===== config.mk =====
export PLATFORM = sky130hd
export DESIGN_NAME = zwaf_back
export DESIGN_NICKNAME = d
export VERILOG_FILES = /design/src/design/zwaf_pkg.sv /design/src/design/zwaf_back.sv
export SDC_FILE = /design/constraint.sdc
export NUM_CORES = 1
export LEC_CHECK = 0
export BUFFER_PORTS_ARGS = -buffer_cell sky130_fd_sc_hd__buf_4
export CORE_MARGIN = 4
export CORE_UTILIZATION = 56
export DETAILED_ROUTE_END_ITERATION = 10
export PLACE_DENSITY = 0.92
export REMOVE_ABC_BUFFERS = 1
export SETUP_SLACK_MARGIN = 0.02
export SYNTH_ARGS = -nofsm -noshare
export SYNTH_HDL_FRONTEND = slang
export SYNTH_SLANG_ARGS = --single-unit

===== constraint.sdc =====
create_clock -name clk -period 1.43 [get_ports clk]
set_input_delay 0.286 -clock clk [delete_from_list [all_inputs] [get_ports clk]]
set_output_delay 0.286 -clock clk [all_outputs]
set_load 0.01 [all_outputs]

===== src/design/zwaf_pkg.sv =====
`timescale 1ns / 1ps
// Shared codes and constants for the zoom window aspect fit block.
// Used by every module of the block; depends on nothing.
package zwaf_pkg;

    localparam logic [1:0] ASPECT_WIDER  = 2'd0;
    localparam logic [1:0] ASPECT_TALLER = 2'd1;
    localparam logic [1:0] ASPECT_MATCH  = 2'd2;

    localparam int TOL_DEN = 100;
    localparam int OUT_USER_BITS = 3;

    // Position of the control flags in the payload carried along the divider row.
    localparam int PAY_ALIGN = 0;
    localparam int PAY_USE_H = 1;
    localparam int PAY_USE_W = 2;
    localparam int PAY_BAD   = 3;
    localparam int PAY_KIND  = 4;
    localparam int PAY_CTRL  = 6;

endpackage


===== src/design/zwaf_back.sv =====
`timescale 1ns / 1ps
// Back end: alignment, centering and saturation into the output register.
// Depends on zwaf_pkg.
module zwaf_back #(
    parameter int N = 16
) (
    input  logic                    clk,
    input  logic                    rst_n,
    input  logic                    en,
    input  logic                    in_valid,
    input  logic [N-1:0]            q_w,
    input  logic [N-1:0]            q_h,
    input  logic [4*N+zwaf_pkg::PAY_CTRL-1:0] pay,
    output logic                    out_valid,
    output logic [4*N-1:0]          out_data,
    output logic [zwaf_pkg::OUT_USER_BITS-1:0] out_user
);
    import zwaf_pkg::*;

    logic [N-1:0] cl, ct, cw, ch, w, h, l, t, half_w, half_h;
    logic [N:0]   l_sum, t_sum;
    logic         valid_reg;
    logic [4*N-1:0] data_reg;
    logic [OUT_USER_BITS-1:0] user_reg;

    always_comb
    begin
        ch = pay[PAY_CTRL +: N];
        cw = pay[PAY_CTRL + N +: N];
        ct = pay[PAY_CTRL + 2*N +: N];
        cl = pay[PAY_CTRL + 3*N +: N];
        w  = cw;
        h  = ch;
        if (pay[PAY_USE_W])
            w = pay[PAY_ALIGN] ? {q_w[N-1:1], 1'b0} : q_w;
        if (pay[PAY_USE_H])
            h = pay[PAY_ALIGN] ? {q_h[N-1:1], 1'b0} : q_h;
        half_w = (cw - w) >> 1;
        half_h = (ch - h) >> 1;
        l_sum = {1'b0, cl} + {1'b0, half_w};
        t_sum = {1'b0, ct} + {1'b0, half_h};
        l = l_sum[N] ? '1 : l_sum[N-1:0];
        t = t_sum[N] ? '1 : t_sum[N-1:0];
    end

    always_ff @(posedge clk or negedge rst_n)
    begin
        if (!rst_n)
            valid_reg <= 1'b0;
        else if (en)
            valid_reg <= in_valid;
    end

    always_ff @(posedge clk)
    begin
        if (en)
        begin
            data_reg <= {h, w, t, l};
            user_reg <= {pay[PAY_BAD], pay[PAY_KIND +: 2]};
        end
    end

    assign out_valid = valid_reg;
    assign out_data  = data_reg;
    assign out_user  = user_reg;

endmodule


==> results.tsv, run 1 <==
stage	metric	value	unit
outcome	run status	did not finish	
outcome	Halt Stage	global routing	
outcome	First Err	[ERROR DPL-0038] Utilization greater than 100%, impossible to legalize	
placement	worst slack, placed	-2890	ps
cts	Clock Sinks	68	
cts	CTS Root Cell	clkbuf_8	
placement	Cell Area, Placed	8000	um2
placement	Port Buffer Count	173	
global_route	largest net degree at the start of global routing	28	
cts	H-tree lvl count	3	
logic_synthesis	Post-Syn Area	5390	um2
floorplanning	Starting Density	57.8	%
logic_synthesis	Mapped Cells	535	
logic_synthesis	Post-synth EDFFs	67	
floorplanning	site row count	35	
placement	DPL Wire Length	14.4	mm
logic_synthesis	Seq cells post-synth	68	
sta	worst ep type	sequential cell input	
placement	gpl congestion	0.983	
cts	cts bufs inserted	9	
floorplanning	die height	106	um
logic_synthesis	post-synthesis sequential area ratio	37.8	%
sta	worst endpoint after global-route timing repair	out_data[14]$_SDFFCE_PP1P_/D	
floorplanning	chip width	106	um
logic_synthesis	Syn. warnings	0	
logic_synthesis	FFs w/ async S/R, synth	1.47	%
cts	Max Buffers Root-to-Sink	2	
logic_synthesis	Yosys cell types	46	
logic_synthesis	Most used DFF post-synth	edfxtp_1	
logic_synthesis	syn_area_per_cell	10.1	um2
floorplanning	IO Count	174	
metrics by stage:
step	cells	hold slack (ps)
floorplan	529	-9.59
global placement	982	61.3
detailed placement	982	66.3
CTS	1032	95.9
logic make-up after synthesis:
logic type / Yosys count / synth area share, %
buf+inv: 48 / 3.55
compound gates: 155 / 18.6
flops: 68 / 37.8
xor+xnor: 45 / 7.31
mux: 32 / 6.01
fa+ha+maj: 65 / 15.6
simple gates: 122 / 11.2
synth_stat cells (2+ instances only):
| library cell | n | area (um2) |
|---|---|---|
| nand2b_1 | 7 | 43.8 |
| fa_1 | 4 | 80.1 |
| a211oi_1 | 8 | 60.1 |
| and3_1 | 10 | 62.6 |
| ha_1 | 61 | 763 |
| a21o_1 | 23 | 173 |
| nand3b_1 | 5 | 37.5 |
| buf_1 | 2 | 7.51 |
| or3_1 | 3 | 18.8 |
| o211ai_1 | 6 | 45.0 |
| o21a_1 | 9 | 67.6 |
| nand3_1 | 5 | 25.0 |
| xor2_1 | 23 | 201 |
| a221o_1 | 3 | 30.0 |
| a31oi_1 | 5 | 31.3 |
| inv_1 | 42 | 158 |
| mux2i_1 | 29 | 290 |
| a21oi_1 | 42 | 210 |
| buf_2 | 3 | 15.0 |
| o31ai_1 | 3 | 22.5 |
| o21ai_0 | 37 | 185 |
| nor2_1 | 26 | 97.6 |
| nor2b_1 | 2 | 12.5 |
| a31o_2 | 2 | 17.5 |
| nand2_1 | 47 | 176 |
| o21bai_1 | 8 | 60.1 |
| nor4_1 | 4 | 25.0 |
| nor3_1 | 5 | 25.0 |
| mux2_2 | 3 | 33.8 |
| nand4_1 | 4 | 25.0 |
| a221oi_1 | 2 | 17.5 |
| xnor2_1 | 22 | 193 |
| edfxtp_1 | 67 | 2010 |
timing repair:
item / CTS
buffers inserted: 30
resized for setup: 97
endpoints found under the setup margin: 32
hold buffers: 1
pin swaps: 60
hold endpoints to repair: 1
cloned: 3
==> run 2, diff against run 1 <==
CORE_UTILIZATION = 40   (was 56)
PLACE_DENSITY = unset   (was 0.92)
PLACE_DENSITY_LB_ADDON = 0.15   (was unset)
SETUP_SLACK_MARGIN = unset   (was 0.02)
==> results.tsv, run 2 <==
stage	metric	value	unit
floorplanning	die height	124	um
sta	TNS Setup	-66910	ps
worst_setup_path	Critical Path Fanout Max	8	
placement	Cells after DPL	1041	
sta	Final Cycle Share	255	%
sta	final setup margin	-2210	ps
worst_setup_path	R2R cell count	1	
logic_synthesis	Seq cells post-synth	68	
logic_synthesis	commonest cells in the netlist	edfxtp_1, ha_1, nand2_1	
min_path	HP Class	in -> reg	
finish	share of cells above drive strength 1	51.7	%
global_route	antenna violations before repair	0	
finish	Largest register FFs	64	
sta	Peak Freq	0.275	GHz
drt	drt drc	0	
logic_synthesis	area leader, netlist	edfxtp_1	
sta	unrepaired setup endpoints after global routing	true	
placement	DPL Wire Length	12.5	mm
floorplanning	Starting Density	40.7	%
finish	highest-count cells in the layout ignoring fill and taps	buf_4, edfxtp_1, ha_1, inv_1, nand2_1	
cts	CTS tree	yes	
drt	Final ANT Viol Nets	0	
min_path	Hold Path Sink	out_user[0]	
logic_synthesis	syn_area_per_cell	10.1	um2
logic_synthesis	Most used DFF post-synth	edfxtp_1	
drt	1st-iter DRT viols	254	
sta	final hold viol count	0	
global_route	largest net degree at the start of global routing	31	
worst_setup_path	crit path kind	in -> reg	
cts	CTS Root Cell	clkbuf_16	
logic_synthesis	Post-synth EDFFs	67	
cts	cts bufs inserted	9	
logic_synthesis	Mapped Cells	535	
floorplanning	site row count	42	
sta	Worst-Margin Slew	390	ps
logic_synthesis	Post-Syn Area	5390	um2
logic_synthesis	top cell type's share of synthesized area	37.3	%
logic_synthesis	Yosys cell types	46	
drt	Vias/cell	5.02	
power	Leak	4.47	nW
finish	Antenna Cells	0	
outcome	run status	finished, violations left	
cts	Clock Latency Late Sink	340	ps
finish	Non-Filler Instances	1091	
drt	Post-Route WL	17.4	mm
power	Tot Pwr	0.0113	W
drt	drt pass-1 iters	4	
sta	Max Slew Vio Count	0	
logic_synthesis	count leader, synth	edfxtp_1	
floorplanning	IO Count	174	
worst_setup_path	critical path arrival	3730	ps
worst_setup_path	endpoint of the worst register-to-register path	out_valid	
sta	Tmin final	3640	ps
worst_setup_path	Setup crit end kind	register	
floorplanning	core region area	13200	um2
global_route	first-pass GRT wire length	26.3	mm
finish	final net count	1081	
power	pwr/cell area	1210	nW/um2
job	max-cap violation count	0	
min_path	WHS Path Cells	1	
logic_synthesis	most area-consuming cells after synthesis	edfxtp_1, ha_1, mux2i_1	
logic_synthesis	post-synthesis sequential area ratio	37.8	%
drt	per-cell routed wire length	16.0	um
sta	Slew HR	73.8	%
floorplanning	die area	15400	um2
logic_synthesis	post-synthesis compound-gate area fraction	18.6	%
cts	Clock transition at path regs	60	ps
sta	setup clock skew after layout	0	ps
logic_synthesis	FFs w/ async S/R, synth	1.47	%
sta	final setup fails	32	
global_route	Total GRT Usage	21.9	%
outcome	failing checks	setup timing	
logic_synthesis	largest family of logic cells by synthesized area	compound AO/OA/AOI/OAI gates	
finish	area grow syn2layout	73.8	%
logic_synthesis	Syn. warnings	0	
worst_setup_path	crit start category	primary input	
logic_synthesis	Adder-Cell Fraction of Synth Area	15.6	%
placement	Port Buffer Count	173	
global_route	vias in the first global route	5691	
cts	Clock Sinks	68	
finish	most common cell after layout, fill and taps aside	buf_4	
worst_setup_path	Reg2Reg Setup Slack	670	ps
logic_synthesis	area share of xor/xnor cells in the synthesized design	7.31	%
logic_synthesis	mux cell area share after synthesis	6.01	%
cts	H-tree lvl count	3	
min_path	worst hold start	pay[4]	
cts	Max Buffers Root-to-Sink	2	
global_route	grt ovf	0	
power	Peak VDD IR	834	uV
drt	Vias	5478	
logic_synthesis	post-synthesis simple-gate area fraction	11.2	%
placement	gpl congestion	0.857	
floorplanning	chip width	124	um
worst_setup_path	Critical Path RT	1520	ps
worst_setup_path	reg2reg start	out_valid	
[run 2: cell counts after synthesis]
Identical to the previous run, type by type.
[run 2: worst max-delay path by stage]
stage                       from           end
after floorplan           pay[2]   out_data[7]
after global placement    pay[2]  out_data[15]
after detailed placement  pay[2]   out_data[7]
after CTS                 pay[2]  out_data[15]
after global routing      pay[2]  out_data[15]
final                     pay[2]  out_data[15]
[run 2: stage by stage]
stage	setup slack (ps)	hold slack, ps	utilization (%)	cell area, um2
finish	-2210	117	70.8	9370
global route	-2390	108	70.8	9370
CTS	-2100	109	68.2	9030
detailed placement	-2750	63.6	61.6	8150
global placement	-2610	61.2	61.6	8150
floorplan	-2500	-9.59	-	5360
[run 2: worst max-delay path: stages]
cell and delay [ps]:
buf_16 120, mux2i_4 260, ha_4 240, and3_4 160
a221o_1 360, o21a_1 210, nor2_1 130, xnor2_1 90
ha_1 330, a21o_1 220, a221oi_2 290, nand3_1 170
a221o_1 360, nand2_1 110, o21a_4 180, buf_12 130
nand4_1 70
[run 2: layout make-up]
class,instances,area [um2]
clock buffer,11,233
clock inverter,5,18.8
fill,979,3870
inverter,42,160
multi-input combinational,419,3750
sequential,68,2040
tap,176,220
timing repair buffer,370,2960
[run 2: timing repair]
item | in CTS | in global routing
pin swaps | 71 | 43
hold buffers | 1 | 0
resized for setup | 106 | 56
buffers inserted | 22 | 10
setup endpoints to repair | 32 | 32
gates cloned | 2 | 0
hold endpoints to repair | 1 | 0
[run 2: cells by family after synthesis]
family | count (synthesis)
adder cells (fa/ha/maj) | 65
AND/OR/NAND/NOR | 122
AO/OA/AOI/OAI | 155
flip-flops | 68
XOR/XNOR | 45
multiplexers | 32
buffers and inverters | 48
[run 2: report_power, final]
part	internal [W]	total [W]	switching, W
clock	0.00115	0.00200	0.000858
sequential	0.00276	0.00287	0.000109
combinational	0.00347	0.00647	0.00300
[run 2: per-layer routing]
metal / vias up / part of all wire [%] / GRT usage [%]
li1: 2744 / - / -
met1: 2576 / 38 / 23.8
met2: 132 / 55 / 42.4
met3: 26 / 4.3 / 3.32
met4: 0 / 2.2 / 8.01
met5: - / 0 / 0
Power figures use the tool's default switching activity.
