## src/design/zwaf_pkg.sv

```systemverilog
`timescale 1ns / 1ps
// Shared codes and constants for the zoom window aspect fit block.
// Used by every module of the block; depends on nothing.
package zwaf_pkg;

    localparam logic [1:0] ASPECT_WIDER  = 2'd0;
    localparam logic [1:0] ASPECT_TALLER = 2'd1;
    localparam logic [1:0] ASPECT_MATCH  = 2'd2;

    localparam int TOL_DEN = 100;
    localparam int OUT_USER_BITS = 3;

    // Position of the control flags in the payload carried along the divider row.
    localparam int PAY_ALIGN = 0;
    localparam int PAY_USE_H = 1;
    localparam int PAY_USE_W = 2;
    localparam int PAY_BAD   = 3;
    localparam int PAY_KIND  = 4;
    localparam int PAY_CTRL  = 6;

endpackage

```

## src/design/zwaf_front.sv

```systemverilog
`timescale 1ns / 1ps
// Front end: products, aspect decision and divider operand selection, two stages.
// Depends on zwaf_pkg.
module zwaf_front #(
    parameter int N = 16
) (
    input  logic                    clk,
    input  logic                    rst_n,
    input  logic                    en,
    input  logic                    in_valid,
    input  logic [8*N-1:0]          in_data,
    input  logic                    in_sat,
    output logic                    out_valid,
    output logic [N-1:0]            rem_w,
    output logic [N-1:0]            low_w,
    output logic [N-1:0]            den_w,
    output logic [N-1:0]            rem_h,
    output logic [N-1:0]            low_h,
    output logic [N-1:0]            den_h,
    output logic [4*N+zwaf_pkg::PAY_CTRL-1:0] pay
);
    import zwaf_pkg::*;

    localparam int PW = 4 * N + PAY_CTRL;
    localparam int DW = 2 * N + 7;

    logic [N-1:0] iw, ih, cl, ct, cw, ch, snw, snh, rw, rh;

    logic           v1_reg;
    logic [2*N-1:0] p_ihcw_reg, p_iwch_reg, p_cwch_reg, p_cwrw_reg, p_chrh_reg;
    logic [N-1:0]   iw_reg, ih_reg, cl_reg, ct_reg, cw_reg, ch_reg, snw_reg, snh_reg;
    logic           sat_reg;

    logic           v2_reg;
    logic [N-1:0]   rem_w_reg, low_w_reg, den_w_reg, rem_h_reg, low_h_reg, den_h_reg;
    logic [PW-1:0]  pay_reg;

    logic           bad0, wider, taller, scale, bad1;
    logic [DW-1:0]  diff_wide, diff_tall, bd;
    logic [2*N-1:0] num_w_next, num_h_next;
    logic [N-1:0]   den_w_next, den_h_next;
    logic [1:0]     kind;
    logic [PW-1:0]  pay_next;

    assign iw  = in_data[0*N +: N];
    assign ih  = in_data[1*N +: N];
    assign cl  = in_data[2*N +: N];
    assign ct  = in_data[3*N +: N];
    assign cw  = in_data[4*N +: N];
    assign ch  = in_data[5*N +: N];
    assign snw = in_data[6*N +: N];
    assign snh = in_data[7*N +: N];
    assign rw  = (iw > snw) ? snw : iw;
    assign rh  = (ih > snh) ? snh : ih;

    always_ff @(posedge clk or negedge rst_n)
    begin
        if (!rst_n)
        begin
            v1_reg <= 1'b0;
            v2_reg <= 1'b0;
        end
        else if (en)
        begin
            v1_reg <= in_valid;
            v2_reg <= v1_reg;
        end
    end

    always_ff @(posedge clk)
    begin
        if (en)
        begin
            p_ihcw_reg <= (2*N)'(ih) * (2*N)'(cw);
            p_iwch_reg <= (2*N)'(iw) * (2*N)'(ch);
            p_cwch_reg <= (2*N)'(cw) * (2*N)'(ch);
            p_cwrw_reg <= (2*N)'(cw) * (2*N)'(rw);
            p_chrh_reg <= (2*N)'(ch) * (2*N)'(rh);
            iw_reg  <= iw;
            ih_reg  <= ih;
            cl_reg  <= cl;
            ct_reg  <= ct;
            cw_reg  <= cw;
            ch_reg  <= ch;
            snw_reg <= snw;
            snh_reg <= snh;
            sat_reg <= in_sat;
        end
    end

    always_comb
    begin
        bad0      = (cw_reg == '0) || (ch_reg == '0);
        diff_wide = DW'(p_iwch_reg - p_ihcw_reg) * DW'(TOL_DEN);
        diff_tall = DW'(p_ihcw_reg - p_iwch_reg) * DW'(TOL_DEN);
        bd        = DW'(p_cwch_reg);
        wider     = !bad0 && (p_iwch_reg > p_ihcw_reg) && (diff_wide > bd);
        taller    = !bad0 && !wider && (p_ihcw_reg > p_iwch_reg) && (diff_tall > bd);
        bad1      = (snw_reg == '0) || (snh_reg == '0);
        scale     = !bad0 && !wider && !taller && sat_reg && !bad1;

        num_w_next = '0;
        den_w_next = N'(1);
        num_h_next = '0;
        den_h_next = N'(1);
        if (taller)
        begin
            num_w_next = p_iwch_reg;
            den_w_next = ih_reg;
        end
        else if (scale)
        begin
            num_w_next = p_cwrw_reg;
            den_w_next = snw_reg;
        end
        if (wider)
        begin
            num_h_next = p_ihcw_reg;
            den_h_next = iw_reg;
        end
        else if (scale)
        begin
            num_h_next = p_chrh_reg;
            den_h_next = snh_reg;
        end

        if (wider)
            kind = ASPECT_WIDER;
        else if (taller)
            kind = ASPECT_TALLER;
        else
            kind = ASPECT_MATCH;

        pay_next = {cl_reg, ct_reg, cw_reg, ch_reg, kind,
                    bad0 || (!wider && !taller && sat_reg && bad1),
                    taller || scale, wider || scale, wider || taller};
    end

    always_ff @(posedge clk)
    begin
        if (en)
        begin
            rem_w_reg <= num_w_next[2*N-1:N];
            low_w_reg <= num_w_next[N-1:0];
            den_w_reg <= den_w_next;
            rem_h_reg <= num_h_next[2*N-1:N];
            low_h_reg <= num_h_next[N-1:0];
            den_h_reg <= den_h_next;
            pay_reg   <= pay_next;
        end
    end

    assign out_valid = v2_reg;
    assign rem_w     = rem_w_reg;
    assign low_w     = low_w_reg;
    assign den_w     = den_w_reg;
    assign rem_h     = rem_h_reg;
    assign low_h     = low_h_reg;
    assign den_h     = den_h_reg;
    assign pay       = pay_reg;

endmodule

```

## config.mk

```make
export PLATFORM = sky130hd
export DESIGN_NAME = zwaf_front
export DESIGN_NICKNAME = d
export VERILOG_FILES = /design/src/design/zwaf_pkg.sv /design/src/design/zwaf_front.sv
export SDC_FILE = /design/constraint.sdc
export NUM_CORES = 2
export LEC_CHECK = 0
export BUFFER_PORTS_ARGS = -buffer_cell sky130_fd_sc_hd__buf_2
export CAP_MARGIN = 20
export CORE_MARGIN = 4
export CORE_UTILIZATION = 65
export CTS_CLUSTER_SIZE = 20
export DETAILED_ROUTE_END_ITERATION = 10
export PLACE_DENSITY_LB_ADDON = 0.05
export SETUP_SLACK_MARGIN = 0.3
export SLEW_MARGIN = 25
export SYNTH_ARGS = -nofsm -noshare
export SYNTH_HDL_FRONTEND = slang
export SYNTH_SLANG_ARGS = --single-unit
```

## constraint.sdc

```tcl
create_clock -name clk -period 11.4 [get_ports clk]
set_input_delay 3.42 -clock clk [delete_from_list [all_inputs] [get_ports clk]]
set_output_delay 3.42 -clock clk [all_outputs]
set_load 0.005 [all_outputs]
```

# Yosys cells after proc, flatten, opt, wreduce, memory -nomap -nowiden
# Cells that the tools add are included.
# totals
register_bits	457
elab_cells	75
# op_classes
add_sub_neg	2
multipliers	7
magnitude_cmp	6
n_mux	11
n_reduce_logical	25
# ops
operator	count
$mul 16x16->32	5
$mux 32	4
$mux 16	6
$gt 39x32->1	2
$mul 39x5->37 const B	2
$sub 32x32->33	2
$gt 32x32->1	2
$logic_not 16->1	4
$gt 16x16->1	2
$logic_and 1x1->1	11
$logic_or 1x1->1	6
$logic_not 1->1	4
$mux 2	1

# Logic depth before layout (Yosys ltp)
# logic_depth
depth_word	15
mapped_depth	43

# Worst setup path after synthesis
# Ideal clock, no wire load.
# synth_timing
path_kind	input port to flip-flop
startpoint	input port in_data[113]
endpoint	register p_chrh_reg[30] (data pin)
t_arrival_ns	11.578
setup_slack_ns	-0.436
path_stages	37
n_path_buf	2
cell_sequence	inv_1 -> ha_1 -> nor2b_1 -> o21a_1 -> o21a_1 -> o21a_1 -> o21a_1 -> o21a_1 -> o21bai_1 -> a21boi_0 -> o32ai_1 -> clkbuf_1 -> mux2_2 -> clkbuf_1 -> nand2_1 -> fa_1 -> inv_1 -> fa_1 -> inv_1 -> fa_1 -> fa_1 -> inv_1 -> fa_1 -> inv_1 -> fa_1 -> inv_1 -> ha_1 -> a21o_1 -> a21oi_1 -> o211ai_1 -> o22ai_1 -> o221ai_1 -> a211oi_1 -> nor3_1 -> or3_1 -> a21oi_1 -> xnor2_1
# synth_via
elab_chain_cells	3
# synth_lines
element	line_no	text
start: declaration	zwaf_front.sv:11	input logic [8*N-1:0] in_data,
$gt 16x16->1	zwaf_front.sv:54	assign rh = (ih > snh) ? snh : ih;
$mux 16 (*)	zwaf_front.sv:54	
$mul 16x16->32 (*)	zwaf_front.sv:78	p_chrh_reg <= (2*N)'(ch) * (2*N)'(rh);
end signal: assignment	zwaf_front.sv:78	
end: declaration	zwaf_front.sv:30	logic [2*N-1:0] p_ihcw_reg, p_iwch_reg, p_cwch_reg, p_cwrw_reg, p_chrh_reg;
# Every way passes the cells marked *; elsewhere a longest branch is shown, timed or not.
# A chain may end at the register's enable or synchronous reset.

# Final worst setup path
# Same ends and word-level chain as after synthesis.

==> impl_metrics.json <==
{
  "max_freq_mhz": 90.70,
  "pre_cts_ws_ns": -0.3607,
  "die_x_um": 337.8,
  "overflow": 0,
  "largest_reg_flops": 70,
  "synth_top_family_by_area": "adder cells",
  "synth_nets": 9393,
  "gp_congestion": 1.015,
  "synth_top_cell_area_share": 0.2934,
  "pin_count": 300,
  "synth_fa_ha_area_frac": 0.4469,
  "final-setup-viol-count": 0,
  "final_layout_size_suffix_gt1_frac": 0.1024,
  "cp_max_fo": 6,
  "yosys_warnings": 0,
  "r2r_cells": 33,
  "grtUsageTotal": 0.3861,
  "crit_buf_inv": 9,
  "hold_viol_final": 0,
  "die_area_um2": 114100,
  "ys_top_cells_by_area": "fa_1, edfxtp_1, ha_1",
  "num_vias": 54331,
  "drv_cap": 0,
  "ys_async_sr_fraction": 0.004376,
  "endpoint_kind": "register",
  "die_h_um": 337.8,
  "hold_ws_ns": 0.4078,
  "cts_made_buffers": 51,
  "clk_latency_ns": 0.67,
  "rsz0062_at_grt": "yes",
  "routedWlPerCell_um": 23.67,
  "start_kind": "primary input",
  "crit_type": "primary input to register",
  "multiInputGateArea_um2": 50410,
  "drtAntennaViolNets": 0,
  "drt_iter0_drc": 4598,
  "drt_wl_total_um": 216000,
  "sequential_cell_area_um2": 13710,
  "syn_inst": 7357,
  "synth_seq_cells": 457,
  "drc_errors": 0,
  "drt-pass1-iter-count": 5,
  "synth_edf_count": 455,
  "skew_ns": 0.05217,
  "numPortBuffers": 299,
  "fin_crit_sh": 0.9671,
  "cp.depth": 38,
  "critPathRequiredTime_ns": 11.82,
  "viasPerCell": 5.953,
  "ys.flop_type": "edfxtp_1",
  "clk_pin_slew_ns": 0.06,
  "layout.nets": 9712,
  "cts.sink_count": 457,
  "core_area_um2": 107500,
  "path_delay_family": "adder cells",
  "ys_types": 81,
  "start_util": 0.6576,
  "status": "finished, final reports clean",
  "antenna_found_initial": 26,
  "clockBufferDepth": 3,
  "worstHoldPathCells": 0,
  "synth-simple-area-share": 0.1303,
  "hp-class": "register to register",
  "avgSynthCellArea_um2": 9.608,
  "syn_area_um2": 70690,
  "cts_max_level": 2,
  "cts-hold-fix-buffers": 0,
  "synth.mux.area_fraction": 0.005912,
  "relSlewSlack": 0.2705,
  "cpMostUsedCell": "inv_1",
  "dp_hpwl_um": 174100,
  "num_rows": 120,
  "worst_slack_ns": 0.3751,
  "synth_xor_area_frac": 0.03234,
  "cpPeakStageDelay_ns": 0.55,
  "tightest_slew_ns": 1.086,
  "grt_pass1_vias": 56570,
  "syn_to_final_growth_pct": 9.046,
  "synth_top_cell_by_area": "fa_1",
  "slew_viol_final": 0,
  "yosysMostFrequentCell": "inv_1",
  "ys_top_cells_by_count": "inv_1, fa_1, nand2_1, ha_1, edfxtp_1",
  "clock-root-buffer": "clkbuf_16",
  "grt_max_degree": 133,
  "grt_pass1_wl_um": 330200,
  "cpMaxStageDelayCell": "fa_1",
  "ys_seq_area_frac": 0.1940,
  "period_needed_ns": 11.02,
  "cts_tree": "yes",
  "crit_arrival_ns": 11.44,
  "synth_compound_area_frac": 0.09177,
  "n_fill_cell": 8198
}
worst paths after layout:
path / from / endpoint / slack [ns]
setup reg to reg: p_iwch_reg[2] / rem_h[10] / 0.71
max in group asynchronous: rst_n / out_valid / 8.74
hold reg to reg: cl_reg[0] / pay[54] / 0.41
hold / removal: cl_reg[0] / pay[54] / 0.41
setup / recovery: in_data[113] / p_chrh_reg[30] / 0.38
min in group asynchronous: rst_n / v1_reg / 2.57
final cells by class:
type | count | area share
multi-input combinational | 5056 | 0.6540
sequential | 457 | 0.1779
inverter | 1526 | 0.07431
timing repair buffer | 584 | 0.04904
tap | 1403 | 0.02277
clock buffer | 57 | 0.01685
clock inverter | 36 | 0.004902
antenna | 8 | 0.0002597
metal layers:
| layer | up-vias | part of all wire | GRT usage |
|---|---|---|---|
| li1 | 24125 | - | - |
| met1 | 27148 | 0.38 | 0.4931 |
| met2 | 2474 | 0.45 | 0.6000 |
| met3 | 570 | 0.11 | 0.1080 |
| met4 | 14 | 0.066 | 0.2118 |
| met5 | - | 0.00043 | 0 |
cell families after synthesis:
| group | Yosys count |
|---|---|
| flip-flops | 457 |
| buffers and inverters | 1845 |
| AND/OR/NAND/NOR | 1917 |
| XOR/XNOR | 261 |
| adder cells (fa/ha/maj) | 1903 |
| AO/OA/AOI/OAI | 936 |
| multiplexers | 38 |
metrics by stage:
step	TNS [ns]	cell area [µm²]	util	std cells
final	0	77080	0.7170	9127
after global routing	0	77060	0.7169	9119
after CTS	0	76710	0.7136	9108
after detailed placement	-2.888	75030	0.6980	9015
after global placement	-1.368	75030	0.6980	9015
after floorplan	0	70880	-	7357
placed cells by master (no fill, tap or decap), drive strengths merged, types with 27 or more instances in the layout:
master   netlist  final
inv         1524   1529
fa          1036   1036
nand2        952    952
ha           867    867
buf           27    581
edfxtp       455    455
and2         423    423
a21oi        284    284
xnor2        190    190
nor2         137    137
o21ai        137    137
nor2b        108    108
a21o         103    103
o41ai         98     98
xor2          71     71
clkbuf       292     60
nand3         57     57
nor3          54     54
o21bai        52     52
o2111ai       52     52
nand2b        50     50
o21a          49     49
nand4         45     45
mux2          30     31
a211oi        27     27
clkinv         2     27
what timing repair did:
action	4_1_cts	5_1_grt
setup endpoints to repair	0	33
gates resized for setup	0	59
endpoints found under the hold margin	0	0
setup buffers	0	9
Power is not shown: default switching activity piles up to over one toggle a cycle in this logic, so the estimate is an artifact.
