**src/design/zwaf_pkg.sv**
```systemverilog
`timescale 1ns / 1ps
// Shared codes and constants for the zoom window aspect fit block.
// Used by every module of the block; depends on nothing.
package zwaf_pkg;

    localparam logic [1:0] ASPECT_WIDER  = 2'd0;
    localparam logic [1:0] ASPECT_TALLER = 2'd1;
    localparam logic [1:0] ASPECT_MATCH  = 2'd2;

    localparam int TOL_DEN = 100;
    localparam int OUT_USER_BITS = 3;

    // Position of the control flags in the payload carried along the divider row.
    localparam int PAY_ALIGN = 0;
    localparam int PAY_USE_H = 1;
    localparam int PAY_USE_W = 2;
    localparam int PAY_BAD   = 3;
    localparam int PAY_KIND  = 4;
    localparam int PAY_CTRL  = 6;

endpackage

```
**src/design/zwaf_div_cell.sv**
```systemverilog
`timescale 1ns / 1ps
// One cell of the divider row: one restoring step for the width and height lanes.
// Depends on zwaf_pkg.
module zwaf_div_cell #(
    parameter int N  = 16,
    parameter int PW = 70
) (
    input  logic          clk,
    input  logic          rst_n,
    input  logic          en,
    input  logic          in_valid,
    input  logic [N-1:0]  in_rem_w,
    input  logic [N-1:0]  in_low_w,
    input  logic [N-1:0]  in_q_w,
    input  logic [N-1:0]  in_den_w,
    input  logic [N-1:0]  in_rem_h,
    input  logic [N-1:0]  in_low_h,
    input  logic [N-1:0]  in_q_h,
    input  logic [N-1:0]  in_den_h,
    input  logic [PW-1:0] in_pay,
    output logic          out_valid,
    output logic [N-1:0]  out_rem_w,
    output logic [N-1:0]  out_low_w,
    output logic [N-1:0]  out_q_w,
    output logic [N-1:0]  out_den_w,
    output logic [N-1:0]  out_rem_h,
    output logic [N-1:0]  out_low_h,
    output logic [N-1:0]  out_q_h,
    output logic [N-1:0]  out_den_h,
    output logic [PW-1:0] out_pay
);
    import zwaf_pkg::*;

    logic          valid_reg;
    logic [N-1:0]  rem_w_reg, low_w_reg, q_w_reg, den_w_reg;
    logic [N-1:0]  rem_h_reg, low_h_reg, q_h_reg, den_h_reg;
    logic [PW-1:0] pay_reg;
    logic [N:0]    r2_w, r2_h, d_w, d_h;
    logic          ge_w, ge_h;

    always_comb
    begin
        r2_w = {in_rem_w, in_low_w[N-1]};
        r2_h = {in_rem_h, in_low_h[N-1]};
        ge_w = r2_w >= {1'b0, in_den_w};
        ge_h = r2_h >= {1'b0, in_den_h};
        d_w  = r2_w - {1'b0, in_den_w};
        d_h  = r2_h - {1'b0, in_den_h};
    end

    always_ff @(posedge clk or negedge rst_n)
    begin
        if (!rst_n)
            valid_reg <= 1'b0;
        else if (en)
            valid_reg <= in_valid;
    end

    always_ff @(posedge clk)
    begin
        if (en)
        begin
            rem_w_reg <= ge_w ? d_w[N-1:0] : r2_w[N-1:0];
            rem_h_reg <= ge_h ? d_h[N-1:0] : r2_h[N-1:0];
            low_w_reg <= {in_low_w[N-2:0], 1'b0};
            low_h_reg <= {in_low_h[N-2:0], 1'b0};
            q_w_reg   <= {in_q_w[N-2:0], ge_w};
            q_h_reg   <= {in_q_h[N-2:0], ge_h};
            den_w_reg <= in_den_w;
            den_h_reg <= in_den_h;
            pay_reg   <= in_pay;
        end
    end

    assign out_valid = valid_reg;
    assign out_rem_w = rem_w_reg;
    assign out_low_w = low_w_reg;
    assign out_q_w   = q_w_reg;
    assign out_den_w = den_w_reg;
    assign out_rem_h = rem_h_reg;
    assign out_low_h = low_h_reg;
    assign out_q_h   = q_h_reg;
    assign out_den_h = den_h_reg;
    assign out_pay   = pay_reg;

endmodule

```
**config.mk**
```make
export PLATFORM = sky130hd
export DESIGN_NAME = zwaf_div_cell
export DESIGN_NICKNAME = d
export VERILOG_FILES = /design/src/design/zwaf_pkg.sv /design/src/design/zwaf_div_cell.sv
export SDC_FILE = /design/constraint.sdc
export NUM_CORES = 1
export LEC_CHECK = 0
export BUFFER_PORTS_ARGS = -buffer_cell sky130_fd_sc_hd__buf_2
export CORE_AREA = 2 2 154 156
export CTS_BUF_LIST = sky130_fd_sc_hd__clkbuf_8 sky130_fd_sc_hd__clkbuf_16
export DETAILED_ROUTE_END_ITERATION = 8
export DIE_AREA = 0 0 156 158
export PLACE_DENSITY = 0.62
export REMOVE_ABC_BUFFERS = 1
export SLEW_MARGIN = 10
export SYNTH_ARGS = -nofsm -noshare
export SYNTH_HDL_FRONTEND = slang
export SYNTH_SLANG_ARGS = --single-unit
```
**constraint.sdc**
```tcl
create_clock -name clk -period 1.01 [get_ports clk]
set_input_delay 0.0505 -clock clk [delete_from_list [all_inputs] [get_ports clk]]
set_output_delay 0.0505 -clock clk [all_outputs]
set_load 0.02 [all_outputs]
```
**Yosys cells after proc, flatten, opt, wreduce, memory -nomap -nowiden**

Index checks and enable logic that the tools add are counted.

- Latch bits: 0
- Flip-flop bits (word level): 197
- Input bits: 202
- Memories kept: 0
- RAM bits: 0
- Bits in read-only memories: 0

- $add $sub $neg: 2
- $lt $le $gt $ge: 2
- Divide/modulo/power cells: 0
- Bitwise gates (word level): 0
- Shifts and indexed selects: 0
- Reduce and logical (&&, ||, !) cells: 0
- Eq/ne operators: 0
- Multiplexer cells: 2
- $mul: 0

Operators by type and width:

| operator | count |
|---|---|
| $ge A17 B16 Y1 | 2 |
| $mux W16 | 2 |
| $sub A16 B16 Y16 | 2 |

**Longest topological paths before layout**

Gate-level depths: netlist of run 1.

- Word-level depth: 2
- Mapped depth: 10
- Depth with buffers taken out: 9

**Worst setup path before layout of run 1**

OpenSTA, ideal clock, no wires.

- Path type: input to register
- From: input in_low_w[15]
- To: register rem_w_reg[14], in the netlist out_rem_w[14] (data pin)
- Library setup time: 0.260 ns
- Data arrival time: 1.927 ns
- Stages: 9
- Slack: -1.177 ns
- Data required time: 0.750 ns
- Cell sequence: inv_1 ha_1 fa_1 nor2b_1 o31a_1 o31ai_2 o2111a_1 or3_1 mux2_4

- Word-level cells in the longest chain between the ends: 2

RTL lines:

| item | RTL line | text |
|---|---|---|
| from (decl) | zwaf_div_cell.sv:13 | `input logic [N-1:0] in_low_w,` |
| $sub A16 B16 Y16 or $ge A17 B16 Y1 (tied branches) | zwaf_div_cell.sv:47, zwaf_div_cell.sv:45 |  |
| $mux W16 * | zwaf_div_cell.sv:63 | `rem_w_reg <= ge_w ? d_w[N-1:0] : r2_w[N-1:0];` |
| to (signal assigned) | zwaf_div_cell.sv:63 |  |
| to (decl) | zwaf_div_cell.sv:35 | `logic [N-1:0] rem_w_reg, low_w_reg, q_w_reg, den_w_reg;` |

Every way passes the cells marked *; elsewhere a longest branch is shown, timed or not.
A chain may end at the register's enable or synchronous reset.

**Final worst setup path of run 1**

- From: input in_low_h[15]
- To: register rem_h_reg[7], in the netlist out_rem_h[7] (data pin)

- Word-level cells in the longest chain between the ends: 2

RTL lines:

| item | RTL line | text |
|---|---|---|
| from (decl) | zwaf_div_cell.sv:17 | `input logic [N-1:0] in_low_h,` |
| $sub A16 B16 Y16 or $ge A17 B16 Y1 (tied branches) | zwaf_div_cell.sv:48, zwaf_div_cell.sv:46 |  |
| $mux W16 * | zwaf_div_cell.sv:64 | `rem_h_reg <= ge_h ? d_h[N-1:0] : r2_h[N-1:0];` |
| to (signal assigned) | zwaf_div_cell.sv:64 |  |
| to (decl) | zwaf_div_cell.sv:36 | `logic [N-1:0] rem_h_reg, low_h_reg, q_h_reg, den_h_reg;` |

Marks and branches as above.

==> results of run 1 <==
==> layout by cell type (no fill, tap or decap), types with 6 or more instances in the layout <==
cell type and n:
buf_2 206, buf_6 203, edfxtp_1 196, dlygate4sd3_1 186, buf_4 119, inv_1 28, ha_4 25, nor2_1 18
clkbuf_16 17, a21oi_2 15, inv_2 14, a21oi_1 13, nand2_1 11, mux2_4 10, xor2_1 10, xnor2_1 9
nand2b_1 8, a21o_1 7, o21a_1 7, mux2_2 7, nor2_2 6, o21ai_0 6
==> report_power, final <==
| part | switching [mW] | total, mW | internal, mW |
|---|---|---|---|
| sequential | 0.372 | 10.3 | 9.89 |
| combinational | 3.19 | 6.78 | 3.59 |
| clock | 3.78 | 7.30 | 3.52 |
| total | 7.34 | 24.3 | 17.0 |
==> registers in the layout (all words and copies together) (netlist names) <==
register	flops
out_pay	70
out_den_h	16
out_den_w	16
out_q_h	16
out_q_w	16
out_rem_h	16
out_rem_w	16
out_low_h	15
out_low_w	15
out_valid	1
==> worst paths after layout <==
check / from / to / slack [ns]
min in group asynchronous: rst_n / out_valid$_DFFE_PN0P_ / 0.45
hold reg to reg: out_valid$_DFFE_PN0P_ / out_valid$_DFFE_PN0P_ / 0.55
max in group asynchronous: rst_n / out_valid$_DFFE_PN0P_ / 0.46
setup reg to reg: out_valid$_DFFE_PN0P_ / out_valid$_DFFE_PN0P_ / 0.25
setup / recovery: in_low_h[15] / out_rem_h[7]$_DFFE_PP_ / -0.76
hold / removal: en / out_q_w[8]$_DFFE_PP_ / 0.03
==> per-layer routing <==
metal	GRT usage, %	vias to the layer above	routed length (um)
met1	25.9	3690	11900
li1	-	3450	-
met5	0	-	0
met4	13.0	0	1850
met2	40.2	357	16000
met3	6.41	98	2180
==> layout make-up <==
type	count	area, sq um	area share, %
antenna	3	7.51	0.0467
tap	290	363	2.26
sequential	197	5910	36.7
clock buffer	17	425	2.64
clock inverter	15	220	1.37
timing repair buffer	722	6210	38.6
inverter	47	189	1.17
multi-input combinational	269	2760	17.2
==> cells by family after synthesis <==
family          after synthesis
flops                       197
compound gates              104
simple gates                 89
buf+inv                      57
fa+ha+maj                    34
mux                          21
xor+xnor                     19
other cells                   1
==> metrics by stage <==
| stage | hold WS, ns | utilization (%) | cell area (sq um) | setup WS (ns) |
|---|---|---|---|---|
| 2_1_floorplan | -0.245 | - | 8140 | -1.37 |
| 3_3_place_gp | -0.173 | 49.4 | 11400 | -1.32 |
| 3_5_place_dp | -0.174 | 49.4 | 11400 | -1.34 |
| 4_1_cts | 0.0142 | 66.6 | 15400 | -0.785 |
| 5_1_grt | 0.00551 | 69.8 | 16100 | -0.758 |
| 6_report | 0.0286 | 69.8 | 16100 | -0.756 |
==> what timing repair did <==
item                                    4_1_cts  5_1_grt
endpoints found under the setup margin      230      231
endpoints found under the hold margin       185        1
gates cloned                                  1        0
pin swaps                                    44       36
hold buffers                                185        1
setup buffers                                27        8
resized for setup                           317      230
==> critical path: stages <==
cell	delay [ns]
buf_2	0.10
inv_1	0.05
ha_1	0.23
nand3b_1	0.25
buf_4	0.18
buf_4	0.13
a21boi_0	0.25
o21ai_0	0.17
a21oi_1	0.18
xor2_1	0.10
mux2_4	0.26
==> impl_results.md, run 1 <==
* Tcrit/Tclk final at 175%
* Largest cells by area after synthesis: edfxtp_1 72%, ha_1 4.9%, inv_1 2.2%
* CP arrival at 1.95 ns
* 1st-iter DRT viols at 434
* DIE HEIGHT at 158 um
* Top cells by count, synth: 196 x edfxtp_1, 47 x inv_1, 33 x a21oi_1
* Worst EP required at 1.20 ns
* Kind of critical path: input port to register
* Mux cell area share after synthesis at 3.10%
* Crit. End Element: register
* Nets at 1490
* Syn Area/Cell at 15.7 sq um
* Peak VDD IR at 0.000950 V
* Final antenna-violating net count at 0
* Most frequent cell after synthesis: edfxtp_1
* CTS tree: built
* RSZ-0062 raised after global routing: yes
* Total power at 24.3 mW
* Placed insts at 1309
* Largest net degree at the start of global routing at 41
* XOR/XNOR share of the synthesized area at 2.03%
* Clk buf depth at 2
* Primary FF master, synth: edfxtp_1
* Status: complete, but fails checks
* Post-synth cell types at 66
* Max Slew Vio Count at 0
* Adder-cell share of the synthesized area at 5.37%
* Clk slew on worst S/H paths at 0.08 ns
* Pwr/cell area at 1510 mW/mm^2
* Post-Layout Cell Count at 1560
* Clock Latency Late Sink at 0.42 ns
* CTS HTree Levels at 4
* Initial antenna violation count at 3
* Max-cap viol count at 0
* Setup-violating endpoint count in the final report at 198
* Worst-case reg-to-reg path depth at 1
* WL/cell at 20.5 um
* EDFF count, synth at 196
* Die area at 0.0246 sq mm
* Failing checks: negative setup slack
* I/O Buffers at 396
* Warnings, synthesis at 0
* Startpoint Class: input port
* Num CTS Buffers at 17
* Hold depth at 1
* I/O pins at 401
* Crit path time final at 1.77 ns
* Synthesized netlist cell count at 522
* Synthesized flop and latch total at 197
* Die X at 156 um
* FP Rows at 56
* Initial Util at 35.5%
* Synth area leader: edfxtp_1
* # fillers at 1474
* Largest family of logic cells by synthesized area: compound AO/OA/AOI/OAI gates
* Setup ws final at -0.756 ns
* Final Hold Vio Count at 0
* Share of cells above drive strength 1 at 55.5%
* Gr ovfl total at 0
* DP HPWL at 19500 um
* Post-synthesis simple-gate area fraction at 5.53%
* Fin Setup TNS at -24.97 ns
* CTS Sinks at 197
* Vias/cell at 4.87
* Synthesis-to-finish area growth at 96.3%
* Skew final at 0 ns
* CTS root buf: clkbuf_16
* Seq/Total Area, Yosys at 72.1%
* Tot GR Track Use at 23.2%
* First-pass GRT wire length at 42800 um
* Detailed-route DRC error count at 0
* Vias in the first global route at 7747
* Leakage at 6.85 nW
* Max Clk Rate at 566 MHz
* Synth Cell Area at 0.00819 sq mm
* DR pass1 iterations at 5
* Ys async rst share at 0.508%
* Final WL at 31900 um
* GP Congestion at 0.884
* Maximum fanout along the worst path at 2
* Compound-Gate Fraction of Synth Area at 8.87%
* Worst hold path type: input port to register
* Core area at 0.0231 sq mm
* Vias at 7595
* Post-synth top area share at 71.8%
Note: power is estimated with default switching activity, not from simulation.
==> run 2, diff against run 1 <==
CORE_AREA = 2 2 185 187   (was 2 2 154 156)
DIE_AREA = 0 0 187 189   (was 0 0 156 158)
PLACE_DENSITY = 0.45   (was 0.62)
==> run 2 against run 1 <==
Effect of this change:
- the run still ends with negative setup slack left
- non-clock buffer count increased by 21
- critical path depth decreased by 1
- register-to-register slack about the same
- sequential power about the same
- worst hold slack got worse by 0.017 ns
==> impl_results.md, run 2 (synthesized netlist as in run 1, its figures left out) <==
* Status: complete, but fails checks
* Failing checks: negative setup slack
* Psw at 6.61 mW (-9.9%)
* Die area at 0.0353 sq mm (+43%)
* Vias at 7176 (-5.5%)
* CTS tree: built
* Max Clk Rate at 579 MHz (+2.3%)
* GP Congestion at 0.786 (-11%)
* Sw frac at 28.1% (-2.0 points)
* Worst EP required at 1.21 ns (about the same)
* CTS HTree Levels at 4 (unchanged)
* Placed insts at 1494 (+14%)
* Detailed-route DRC error count at 0 (unchanged)
* Worst-case reg-to-reg path depth at 1 (unchanged)
* Maximum fanout along the worst path at 8 (+6)
* Leading cell type in the layout, fill and taps excluded: buf_2
* CTS root buf: clkbuf_16
* Final core occ at 48.9% (-21 points)
* Hold depth at 4 (+3)
* Crit. End Element: register
* Share of cells above drive strength 1 at 56.0% (+0.49 points)
* Max Slew Vio Count at 0 (unchanged)
* Gr ovfl total at 0 (unchanged)
* Largest register FFs at 70 (unchanged)
* WL/cell at 16.2 um (-21%)
* Clock Power Share at 28.8% (-1.2 points)
* CTS Sinks at 197 (unchanged)
* Core area at 0.0333 sq mm (+44%)
* Sequential power share at 43.4% (+1.3 points)
* Initial Util at 24.6% (-11 points)
* Synthesis-to-finish area growth at 98.5%
* Final WL at 28200 um (-12%)
* CP arrival at 1.93 ns (-0.02 ns)
* RSZ-0062 raised after global routing: yes
* Clk slew on worst S/H paths at 0.08 ns (about the same)
* Crit path depth at 10 (-1)
* Comb pwr share at 27.8% (about the same)
* First-pass GRT wire length at 42400 um (-0.92%)
* Setup-violating endpoint count in the final report at 228 (+15%)
* Kind of critical path: input port to register
* Startpoint Class: input port
* Placed cell area at 0.0118 sq mm (+4.1%)
* Clk buf depth at 2 (unchanged)
* Largest net degree at the start of global routing at 25 (-39%)
* Most frequent cells in the layout: 236 x buf_2, 196 x edfxtp_1, 188 x dlygate4sd3_1
* Crit-path slowest cell: a2111o_1
* 1st-iter DRT viols at 244 (-44%)
* Num CTS Buffers at 17 (unchanged)
* Leakage at 6.89 nW (+0.56%)
* DP HPWL at 19900 um (+2.3%)
* Worst hold path type: input port to register
* CP Cell Sequence: buf_8 > inv_4 > ha_4 > nand4_1 > a2111o_1 > and2_4 > o21ai_4 > a31oi_4 > clkbuf_16 > mux2_4
* Max-cap viol count at 0 (unchanged)
* DR pass1 iterations at 4 (-1)
* Vias/cell at 4.13 (-15%)
* I/O pins at 401 (unchanged)
* I/O Buffers at 396 (unchanged)
* Max incr delay on CP at 0.38 ns (+0.12 ns)
* Total power at 23.5 mW (-3.4%)
* P_int at 16.9 mW (-0.55%)
* Skew final at 0 ns (unchanged)
* Vias in the first global route at 7659 (-1.1%)
* Tcrit/Tclk final at 171% (-3.9 points)
* Post-Layout Cell Count at 1737 (+11%)
* Final antenna-violating net count at 0 (unchanged)
* Final Hold Vio Count at 0 (unchanged)
* Pwr/cell area at 1450 mW/mm^2 (-4.5%)
* Setup ws final at -0.716 ns (+0.0399 ns)
* CP bufs+invs at 3 (-1)
* FP Rows at 67 (+20%)
* Fin Hold WS at 0.0117 ns (-0.0169 ns)
* Post-Place Worst Slack at -1.34 ns (-0.00130 ns)
* Delay-heaviest family, CP: compound AO/OA/AOI/OAI gates
* Fin Setup TNS at -25.77 ns (-0.799 ns)
* Initial antenna violation count at 2 (-1)
* Finished Cell Area at 0.0163 sq mm (+1.1%)
* Clock Latency Late Sink at 0.45 ns (+0.03 ns)
* Peak VDD IR at 0.00109 V (+15%)
* DIE HEIGHT at 189 um (+20%)
* Die X at 187 um (+20%)
* Crit path time final at 1.73 ns (-0.0399 ns)
* Nets at 1511 (+1.4%)
* Tot GR Track Use at 15.6% (-7.6 points)
[run 2: cell count changes in the layout (fill, tap and decap cells not counted), moves of 3 or more]
| cell | before | now |
|---|---|---|
| a21oi_1 | 13 | 17 |
| a21oi_4 | 5 | 2 |
| buf_12 | 4 | 10 |
| buf_2 | 206 | 236 |
| buf_4 | 119 | 139 |
| buf_6 | 203 | 161 |
| buf_8 | 3 | 6 |
| clkinv_8 | 5 | 2 |
| clkinvlp_4 | 0 | 3 |
| inv_12 | 5 | 0 |
| nor2_4 | 5 | 9 |
[run 2: worst paths after layout]
check,from,end,slack [ns]
worst min-delay path,in_rem_h[15],out_rem_h[13]$_DFFE_PP_,0.01
worst max register to register,out_valid$_DFFE_PN0P_,out_valid$_DFFE_PN0P_,0.25
worst max-delay path,in_den_w[7],out_rem_w[10]$_DFFE_PP_,-0.72
max in group asynchronous,rst_n,out_valid$_DFFE_PN0P_,0.47
worst min register to register,out_valid$_DFFE_PN0P_,out_valid$_DFFE_PN0P_,0.54
min in group asynchronous,rst_n,out_valid$_DFFE_PN0P_,0.44
[run 2: final cells by class]
type                    instances  area, sq um
inverters                      47          196
flip-flops and latches        197         5910
diodes                          1         2.50
repair buffers                743         6270
fillers                      2925        17000
clock inverters                15          150
multi-input cells             269         2750
well taps                     448          561
clock buffers                  17          425
[run 2: power groups by stage]
| stage | sequential, mW | combinational (mW) | clock (mW) |
|---|---|---|---|
| after detailed placement | 10.2 | 4.59 | 0 |
| after global placement | 10.2 | 4.58 | 0 |
| after floorplan | 11.2 | 1.24 | 0 |
| after global routing | 10.3 | 6.98 | 7.27 |
| after CTS | 10.1 | 6.11 | 7.06 |
| final | 10.2 | 6.54 | 6.77 |
[run 2: what timing repair did]
item | CTS | global route
cloned | 1 | 2
setup buffers | 15 | 4
resized for setup | 295 | 190
endpoints found under the hold margin | 187 | 0
hold buffers | 188 | 0
endpoints found under the setup margin | 231 | 231
pin swaps | 45 | 35
[run 2: layer usage]
metal	track usage [%]	vias to the layer above	wire, um
met1	18.1	3402	11300
met2	28.0	259	14700
met5	0	-	7
li1	-	3488	-
met3	4.63	25	1820
met4	4.43	2	393
